[src/design/tkl_pkg.sv]
// Shared types and constants for the top-k largest tracker.
// No dependencies; used by tkl_core and top_k_largest_tracker.
`default_nettype none

package tkl_pkg;

  localparam int MAX_ENTRIES = 16;
  localparam int TAG_BITS    = 32;
  localparam int SLOT_W      = (MAX_ENTRIES > 1) ? $clog2(MAX_ENTRIES) : 1;
  localparam int COUNT_W     = $clog2(MAX_ENTRIES + 1);
  localparam int CFG_W       = 5;
  localparam int LIM_W       = (COUNT_W > CFG_W) ? COUNT_W : CFG_W;
  localparam int ADDR_W      = 3;
  localparam int DATA_W      = 32;

  localparam logic [CFG_W-1:0] TOP_COUNT_RESET = CFG_W'(10);

  // register index taken from paddr[2]
  localparam logic REG_TOP_COUNT = 1'b0;

  localparam logic CMD_OFFER = 1'b0;
  localparam logic CMD_DUMP  = 1'b1;

  typedef struct packed {
    logic        command;
    logic [63:0] item_size;
    logic [31:0] item_tag;
  } item_word_t;

  typedef struct packed {
    logic [63:0] entry_size;
    logic [31:0] entry_tag;
    logic        entry_valid;
    logic        last;
  } result_word_t;

  typedef struct packed {
    logic [63:0]         size;
    logic [TAG_BITS-1:0] tag;
  } slot_t;

  typedef enum logic [2:0] {
    ST_IDLE,
    ST_SCAN,
    ST_DRAIN,
    ST_UPDATE,
    ST_DUMP
  } state_t;

endpackage

`default_nettype wire

[src/design/tkl_core.sv]
// Slot memory and sequencer: append, minimum scan with replace, and dump.
// Depends on tkl_pkg.
`default_nettype none

module tkl_core (
  input  wire logic                    clk,
  input  wire logic                    rst,
  input  wire logic                    start,
  input  wire tkl_pkg::item_word_t     item,
  input  wire logic [tkl_pkg::COUNT_W-1:0] limit,
  output logic                         busy,
  output logic                         result_valid,
  output tkl_pkg::result_word_t        result
);
  import tkl_pkg::*;

  slot_t               mem [MAX_ENTRIES];
  slot_t               rd_data;
  slot_t               pend;
  state_t              state;
  state_t              state_next;
  logic [SLOT_W-1:0]   idx;
  logic [SLOT_W-1:0]   last_idx;
  logic [COUNT_W-1:0]  fill;
  logic                rd_valid;
  logic [SLOT_W-1:0]   rd_idx;
  logic [63:0]         min_size;
  logic [SLOT_W-1:0]   min_slot;
  logic                result_last;
  logic                result_empty;

  logic                accept;
  logic                do_append;
  logic                do_replace;
  logic                mem_rd;
  logic                mem_we;
  logic [SLOT_W-1:0]   waddr;
  slot_t               wdata;

  assign last_idx = SLOT_W'(fill - COUNT_W'(1));

  always_comb begin
    state_next = state;
    case (state)
      ST_IDLE: begin
        if (start) begin
          if (item.command == CMD_DUMP) begin
            if (fill != '0) state_next = ST_DUMP;
          end else if (fill >= limit) begin
            state_next = ST_SCAN;
          end
        end
      end
      ST_SCAN:   if (idx == last_idx) state_next = ST_DRAIN;
      ST_DRAIN:  state_next = ST_UPDATE;
      ST_UPDATE: state_next = ST_IDLE;
      ST_DUMP:   if (idx == last_idx) state_next = ST_IDLE;
      default:   state_next = ST_IDLE;
    endcase
  end

  always_comb begin
    busy       = (state != ST_IDLE);
    accept     = start && (state == ST_IDLE);
    do_append  = accept && (item.command == CMD_OFFER) && (fill < limit);
    do_replace = (state == ST_UPDATE) && (pend.size > min_size);
    mem_rd     = (state == ST_SCAN) || (state == ST_DUMP);
    mem_we     = do_append || do_replace;
    waddr      = do_append ? fill[SLOT_W-1:0] : min_slot;
    wdata      = do_append ? slot_t'{size: item.item_size, tag: TAG_BITS'(item.item_tag)}
                           : pend;
  end

  always_ff @(posedge clk) begin
    if (mem_we) mem[waddr] <= wdata;
    if (mem_rd) rd_data <= mem[idx];
  end

  always_ff @(posedge clk) begin
    if (rst) begin
      state        <= ST_IDLE;
      idx          <= '0;
      fill         <= '0;
      rd_valid     <= 1'b0;
      result_valid <= 1'b0;
      result_last  <= 1'b0;
      result_empty <= 1'b0;
    end else begin
      state    <= state_next;
      rd_valid <= (state == ST_SCAN);
      if (accept) begin
        idx <= '0;
      end else if (mem_rd) begin
        idx <= idx + SLOT_W'(1);
      end
      if (do_append) fill <= fill + COUNT_W'(1);
      result_valid <= (state == ST_DUMP) ||
                      (accept && (item.command == CMD_DUMP) && (fill == '0));
      result_last  <= (state == ST_DUMP) ? (idx == last_idx) : 1'b1;
      result_empty <= (state != ST_DUMP);
    end
  end

  always_ff @(posedge clk) begin
    rd_idx <= idx;
    if (accept) pend <= slot_t'{size: item.item_size, tag: TAG_BITS'(item.item_tag)};
    if (rd_valid && ((rd_idx == '0) || (rd_data.size < min_size))) begin
      min_size <= rd_data.size;
      min_slot <= rd_idx;
    end
  end

  always_comb begin
    result.entry_size  = result_empty ? 64'd0 : rd_data.size;
    result.entry_tag   = result_empty ? 32'd0 : 32'(rd_data.tag);
    result.entry_valid = !result_empty;
    result.last        = result_last;
  end

endmodule

`default_nettype wire

[src/design/top_k_largest_tracker.sv]
// Top level: APB register for top_count, count clamping, slot sequencer.
// Depends on tkl_pkg and tkl_core.
//
// Keeps the largest sizes offered, up to top_count entries (0 acts as 1,
// above 16 saturates). An offer is taken with start while busy is low. An
// append while the table is below its count leaves busy low. Once full, an
// offer passes through SCAN, DRAIN and UPDATE: the single slot memory is
// read one slot per cycle to find the minimum, then the winner is written
// back. A dump reads the filled slots in order. Its words appear on result
// with result_valid for one cycle each, back to back, behind the DUMP state
// and the registered memory read, and the receiver cannot stall them. An
// empty dump gives one word, in the cycle after start is taken, with
// entry_valid low and last high.
`default_nettype none

module top_k_largest_tracker (
  input  wire logic                       clk,
  input  wire logic                       rst,
  input  wire logic                       start,
  input  wire tkl_pkg::item_word_t        item,
  output logic                            busy,
  output logic                            result_valid,
  output tkl_pkg::result_word_t           result,
  input  wire logic                       psel,
  input  wire logic                       penable,
  input  wire logic                       pwrite,
  input  wire logic [tkl_pkg::ADDR_W-1:0] paddr,
  input  wire logic [tkl_pkg::DATA_W-1:0] pwdata,
  output logic [tkl_pkg::DATA_W-1:0]      prdata,
  output logic                            pready
);
  import tkl_pkg::*;

  logic [CFG_W-1:0]   top_count;
  logic [LIM_W-1:0]   count_ext;
  logic [COUNT_W-1:0] limit;
  logic               reg_sel;

  assign pready  = 1'b1;
  assign reg_sel = (paddr[2] == REG_TOP_COUNT);

  always_ff @(posedge clk) begin
    if (rst) begin
      top_count <= TOP_COUNT_RESET;
    end else if (psel && penable && pwrite && pready && reg_sel) begin
      top_count <= pwdata[CFG_W-1:0];
    end
  end

  always_comb begin
    prdata = '0;
    if (reg_sel) prdata = DATA_W'(top_count);
  end

  always_comb begin
    count_ext = LIM_W'(top_count);
    if (count_ext == '0) begin
      limit = COUNT_W'(1);
    end else if (count_ext > LIM_W'(MAX_ENTRIES)) begin
      limit = COUNT_W'(MAX_ENTRIES);
    end else begin
      limit = COUNT_W'(count_ext);
    end
  end

  tkl_core u_core (
    .clk          (clk),
    .rst          (rst),
    .start        (start),
    .item         (item),
    .limit        (limit),
    .busy         (busy),
    .result_valid (result_valid),
    .result       (result)
  );

endmodule

`default_nettype wire

[config.mk]
export PLATFORM = sky130hd
export DESIGN_NAME = top_k_largest_tracker
export DESIGN_NICKNAME = d
export VERILOG_FILES = /design/src/design/tkl_pkg.sv /design/src/design/tkl_core.sv /design/src/design/top_k_largest_tracker.sv
export SDC_FILE = /design/constraint.sdc
export NUM_CORES = 2
export LEC_CHECK = 0
export BUFFER_PORTS_ARGS = -buffer_cell sky130_fd_sc_hd__buf_2
export CAP_MARGIN = 10
export CORE_UTILIZATION = 60
export DETAILED_ROUTE_END_ITERATION = 16
export PLACE_DENSITY_LB_ADDON = 0.2
export SLEW_MARGIN = 20
export SYNTH_ARGS = -nofsm -noshare
export SYNTH_HDL_FRONTEND = slang
export SYNTH_SLANG_ARGS = --single-unit
export TNS_END_PERCENT = 100
[constraint.sdc]
create_clock -name clk -period 9.1 [get_ports clk]
set_input_delay 0.91 -clock clk [delete_from_list [all_inputs] [get_ports clk]]
set_output_delay 0.91 -clock clk [all_outputs]
set_load 0.1 [all_outputs]
# --- Yosys cells after proc, flatten, opt, wreduce, memory -nomap -nowiden ---
# Memories as Yosys holds them, arrays and structs flattened. A register that Yosys moved wholly into a read port is not among the register bits.
# Cells that the tools add are included.
# W data, S select, Z words.
totals:
  regBits: 189
  ram_bits: 1536
  in_bits: 138
  output_inout_bits: 133
  mem_count: 1
memory_table:
  columns: ["name", "depth", "width", "rd", "rd_clocked_by_memory_dff", "wr", "line_no", "text"]
  rows:
  - ["u_core.mem", 16, 96, 1, 1, 1, "tkl_core.sv:17", "slot_t mem [MAX_ENTRIES];"]
classes:
  add_sub_neg: 3
  n_lt_le_gt_ge: 5
  n_eq_ne: 11
  mux: 17
  bitwise: 2
  reduce_logical: 23
ops:
  columns: ["operator", "count"]
  rows:
  - ["$mux W96", 1]
  - ["$gt A64 B64 Y1", 1]
  - ["$lt A64 B64 Y1", 1]
  - ["$mux W64", 1]
  - ["$mux W32", 1]
  - ["$mux W3", 6]
  - ["$mux W5", 3]
  - ["$pmux W3 S4", 1]
  - ["$logic_and A1 B1 Y1", 10]
  - ["$logic_not A5 Y1", 2]
  - ["$eq A3 B2 Y1 const B", 2]
  - ["$ne A3 B2 Y1 const B", 2]
  - ["$add A5 B1 Y5 const B", 1]
  - ["$ge A5 B5 Y1", 1]
  - ["$gt A5 B5 Y1 const B", 1]
  - ["$lt A5 B5 Y1", 1]
  - ["$reduce_and A5 Y1", 1]
  - ["$reduce_bool A5 Y1", 1]
  - ["$add A4 B1 Y4 const B", 1]
  - ["$eq A4 B4 Y1", 1]
  - ["$logic_not A4 Y1", 1]
  - ["$logic_or A1 B1 Y1", 4]
  - ["$mux W4", 1]
  - ["$ne A2 B1 Y1 const B", 2]
  - ["other kinds (11)", 14]

# --- Longest topological paths before layout ---
depth:
  ltp_word: 8
  depth_mapped: 14

# --- Modules after synthesis ---
# Synthesis repeated with hierarchy kept, for this count alone.
hier_totals:
  hier_cells: 3211
  area_unflattened_um2: 71752.6
by_module_without_submodules:
  columns: ["mod", "n_inst", "cells_per_inst", "area_per_inst_um2", "seq_area_each_um2"]
  rows:
  - ["tkl_core", 1, 3146, 71230.8, 54332.1]
  - ["top_k_largest_tracker", 1, 65, 521.8, 100.1]

# --- Worst setup path after synthesis ---
# Ideal clock, no wire load.
synth_path:
  path_type: "reg2reg"
  from: "register top_count[4] (netlist: count_ext[4])"
  to: "memory u_core.mem[15][0] in the netlist's numbering (enable)"
  arrival_ns: 6.740
  required_time_ns: 8.518
  setup_slack_ns: 1.778
  stages_incl_launch_ff: 13
  path_buffers: 2
  cell_sequence: "dfxtp_1 -> inv_1 -> nand2_1 -> ha_1 -> nor2b_1 -> o21a_1 -> o21a_1 -> o21ai_1 -> and2_1 -> buf_4 -> buf_2 -> nand3_1 -> a21oi_1"
synth_via:
  elab_chain_len: 8
synth_rtl:
  columns: ["element", "line_no", "text"]
  rows:
  - ["start: declaration", "top_k_largest_tracker.sv:34", "logic [CFG_W-1:0] top_count;"]
  - ["start signal: assignment", "top_k_largest_tracker.sv:46", "top_count <= pwdata[CFG_W-1:0];"]
  - ["$gt A5 B5 Y1", "top_k_largest_tracker.sv:59", "end else if (count_ext > LIM_W'(MAX_ENTRIES)) begin"]
  - ["$mux W5", "top_k_largest_tracker.sv:59", null]
  - ["$mux W5 (*)", "top_k_largest_tracker.sv:57", "if (count_ext == '0) begin"]
  - ["$lt A5 B5 Y1 (*)", "tkl_core.sv:65", "do_append = accept && (item.command == CMD_OFFER) && (fill < limit);"]
  - ["$logic_and A1 B1 Y1 (*)", "tkl_core.sv:65", null]
  - ["$logic_or A1 B1 Y1", "tkl_core.sv:68", "mem_we = do_append || do_replace;"]
  - ["$mux W1", "tkl_core.sv:75", "if (mem_we) mem[waddr] <= wdata;"]
  - ["$mux W1 (not written as such)", "tkl_core.sv:75", null]
  - ["end: declaration", "tkl_core.sv:17", null]
# Every way passes the cells marked *; elsewhere a longest branch is shown, timed or not.

# --- Final worst setup path ---
layout_path:
  from: "register u_core.pend[75] in the netlist's numbering"
  to: "memory u_core.mem[14][9] in the netlist's numbering (enable)"
layout_via:
  elab_chain_len: 5
layout_rtl:
  columns: ["element", "line_no", "text"]
  rows:
  - ["start: declaration", "tkl_core.sv:19", "slot_t pend;"]
  - ["start signal: assignment", "tkl_core.sv:106", "if (accept) pend <= slot_t'{size: item.item_size, tag: TAG_BITS'(item.item_tag)};"]
  - ["$gt A64 B64 Y1", "tkl_core.sv:66", "do_replace = (state == ST_UPDATE) && (pend.size > min_size);"]
  - ["$logic_and A1 B1 Y1", "tkl_core.sv:66", null]
  - ["$logic_or A1 B1 Y1", "tkl_core.sv:68", null]
  - ["$mux W1", "tkl_core.sv:75", null]
  - ["$mux W1 (not written as such)", "tkl_core.sv:75", null]
# Every way passes these cells.

==> flow_summary.toml <==
[outcome]
outcome = "finished clean"

[drt]
ant_nets = 0
vias = 35300
drtIter0Drc = 4533
drt-total-wl_um = 167000
drtPass1Iterations = 5
wl_per_cell_um = 31.0
via_per_inst = 6.56
drc = 0

[placed_design]
port_buffers = 213
dp_hpwl_um = 82900
place_congestion = 0.850

[synth]
async_reset_ff_share_pct = 0
avgSynthCellArea_um2 = 21.0
synth_cells = 3411
synth-edff-count = 1796
ys.flop_type = "edfxtp_1"
ys_ff_latch = 1821
synth.area.top_cells = "edfxtp_1 (75%), mux4_2 (15%), ha_1 (2.4%), nand2_1 (1.7%), nor2b_1 (0.94%)"
yosysTopAreaCellShare_pct = 75.2
ys_seq_area_share_pct = 75.9
yosys.cell_types.count = 58
netlist_area_mm2 = 0.0718
yosys.area.top_type = "edfxtp_1"
yosys_warnings = 0

[clock_network]
clkLatencyLatePin_ns = 0.80
cts_sinks = 1821
cts_resized = 0
clock_tree.root_cell = "clkbuf_16"
cts_setup_buffers = 0
cts_tree = "yes"
postCtsHoldBufs = 0
clock_path_buffers = 3
clkTransAtPathRegs_ns = 0.06
cts_max_level = 4
numCtsBuffers = 177

[min_path]
worstHoldPathType = "primary input to flop"

[timing]
fin_crit_sh_pct = 60.4
grt_setup_unrepaired = "no"
clock_skew_ns = 0.0330
tightest_slew_ns = 1.18
whs_ns = 0.296
timing.fmax_ghz = 0.182
hold_violations = 0
setup_viol = 0
fin_setup_tns_ns = 0
layout_min_cycle_time_ns = 5.49
maxSlewHeadroom_pct = 21.3
slew_violations = 0

[critical_path]
rrSetupSlack_ns = 3.61
worstPathMaxFanout = 79
r2r_start = "u_core.pend[75]"
worstReg2RegEnd = "u_core.mem[14][9]"
r2r_cells = 9
cp-end-kind = "flop"
crit_path_end = "u_core.mem[14][9]"
cp-start-kind = "flop"
worstSetupStartpoint = "u_core.pend[75]"
worstSetupPathType = "flop to flop"
critPathRequiredTime_ns = 9.51
worstPathArrival_ns = 5.90

[die]
rows = 126
coreArea_mm2 = 0.118
ios = 271
start_util_pct = 60.7
die_h_um = 348
die_area_mm2 = 0.121
dieWidth_um = 348

[pwr]
powerDensity_mw_per_mm2 = 235
p_int_uw = 14200
power.leakage_uw = 0.0262
seqPwrFrac_pct = 52.2
clockPowerShare_pct = 37.3
swShare_pct = 24.7
pwr-share-comb_pct = 10.5
ir_drop_uv = 200
p_switching_uw = 4650

[global_route]
grt_antenna_before_repair = 11
grt_max_degree = 144
grt_pass1_wl_um = 242000
grt_overflow = 0
grt_usage_pct = 28.1
grt_pass1_vias = 36100

[run]
cap_violations = 0

[finish]
syn_to_final_growth_pct = 12.0
fin_nets = 3967
drive_above_1_share_pct = 26.5
[per-layer routing]
layer | routed length [um] | global-route usage [%]
met5 | 63 | 0
met4 | 4530 | 8.48
met3 | 16300 | 5.70
met2 | 81200 | 44.7
met1 | 64800 | 40.0
[cell usage after synthesis (2+ instances only)]
cell	instances
ha_1	136
and2_1	3
xnor2_1	8
xor2_1	5
edfxtp_1	1796
a211o_1	3
nand4_1	21
nor4_1	6
o21a_1	2
a22oi_1	2
clkbuf_1	70
nand2b_1	4
nand2_1	328
o21ai_1	10
nand4b_2	2
a21o_1	23
nor2b_1	108
mux4_2	480
and4_1	7
conb_1	2
inv_1	73
nor3_1	4
dfxtp_1	25
and3_1	4
nand3_1	18
buf_2	52
o21ai_0	13
o211ai_1	3
mux2i_1	5
a221oi_1	4
nor2_1	41
a31oi_1	5
a21oi_1	64
buf_4	30
a211oi_1	5
a221o_1	3
buf_1	25
[critical path, stage by stage, from the launching register on]
cell,delay [ns]
edfxtp_1,0.41
ha_1,0.34
nand4_1,0.28
nor4_1,0.61
nand4_1,0.54
a211oi_1,0.72
or4_4,0.31
nand4_2,0.27
a21oi_4,0.89
buf_12,0.62
[how the worst min path moves through the flow]
stage | endpoint | start | cells past startpoint
final | u_core.pend[17] | item[17] | 1
after global routing | u_core.pend[17] | item[17] | 1
after CTS | u_core.pend[17] | item[17] | 1
after detailed placement | u_core.min_slot[2] | u_core.rd_idx[2] | 0
after global placement | u_core.min_slot[2] | u_core.rd_idx[2] | 0
after floorplan | u_core.rd_idx[2] | u_core.idx[2] | 0
[power by group through the flow]
stage | Sequential, uW | Clock [uW] | Combinational (uW)
after global placement | 10000 | 0 | 1890
after detailed placement | 10000 | 0 | 1960
final | 9860 | 7040 | 1980
after CTS | 9860 | 7130 | 1970
after global routing | 9870 | 7440 | 2090
after floorplan | 9970 | 0 | 1470
[registers in the layout, indices dropped and copies added, names as in the netlist, 3 cells and up]
name and cells:
count_ext 5, u_core.fill 5, u_core.idx 4, u_core.mem 1536, u_core.min_size 64, u_core.min_slot 4, u_core.pend 96, u_core.rd_data 96
u_core.rd_idx 4, u_core.state 3
[cells in the final DEF (no fill, tap or decap), types with 7 or more instances in the layout]
master        n
buf_12       18
buf_4        24
conb_1       28
nand4_1      21
clkbuf_16   177
clkinv_2     36
ha_1        136
xnor2_1       8
a21oi_4      16
mux4_2      480
nand2_1     327
buf_2       213
and4_1        7
nand3_1      18
o21ai_1       9
clkinv_1     39
inv_1        73
dfxtp_1      20
inv_6         7
bufinv_16    12
clkbuf_1     39
o21ai_0      13
a21o_1       23
nor2b_1     108
edfxtp_1   1796
nor2_1       40
a21oi_1      48
[metrics by stage]
| stage | cell area, um^2 | util [%] | setup WS [ns] | cells | total power (uW) |
|---|---|---|---|---|---|
| 6_report | 80300 | 68.0 | 3.61 | 5378 | 18900 |
| 5_1_grt | 80300 | 67.9 | 3.45 | 5374 | 19400 |
| 4_1_cts | 80300 | 67.9 | 3.59 | 5373 | 19000 |
| 3_5_place_dp | 74800 | 63.2 | 3.63 | 5050 | 12000 |
| 3_3_place_gp | 74800 | 63.2 | 3.73 | 5050 | 11900 |
| 2_1_floorplan | 71900 | - | 1.78 | 3437 | 11400 |
[area by class of cell]
| cell class | instances | area [um^2] |
|---|---|---|
| fillers | 7239 | 37900 |
| diodes | 5 | 12.5 |
| repair buffers | 255 | 1610 |
| clock inverters | 106 | 975 |
| flip-flops and latches | 1821 | 54500 |
| well taps | 1536 | 1920 |
| inverters | 73 | 274 |
| clock buffers | 217 | 4590 |
| multi-input cells | 1365 | 16500 |
[cells by family after synthesis]
kind of cell    count (synthesis)  share of synthesized area (%)
simple gates                  557                           3.63
buf+inv                       251                           1.57
compound gates                146                           1.27
flops                        1821                           75.9
xor+xnor                       13                          0.159
fa+ha+maj                     136                           2.37
other cells                     2                         0.0105
mux                           485                           15.1
Note: power is estimated with default switching activity, not from simulation.
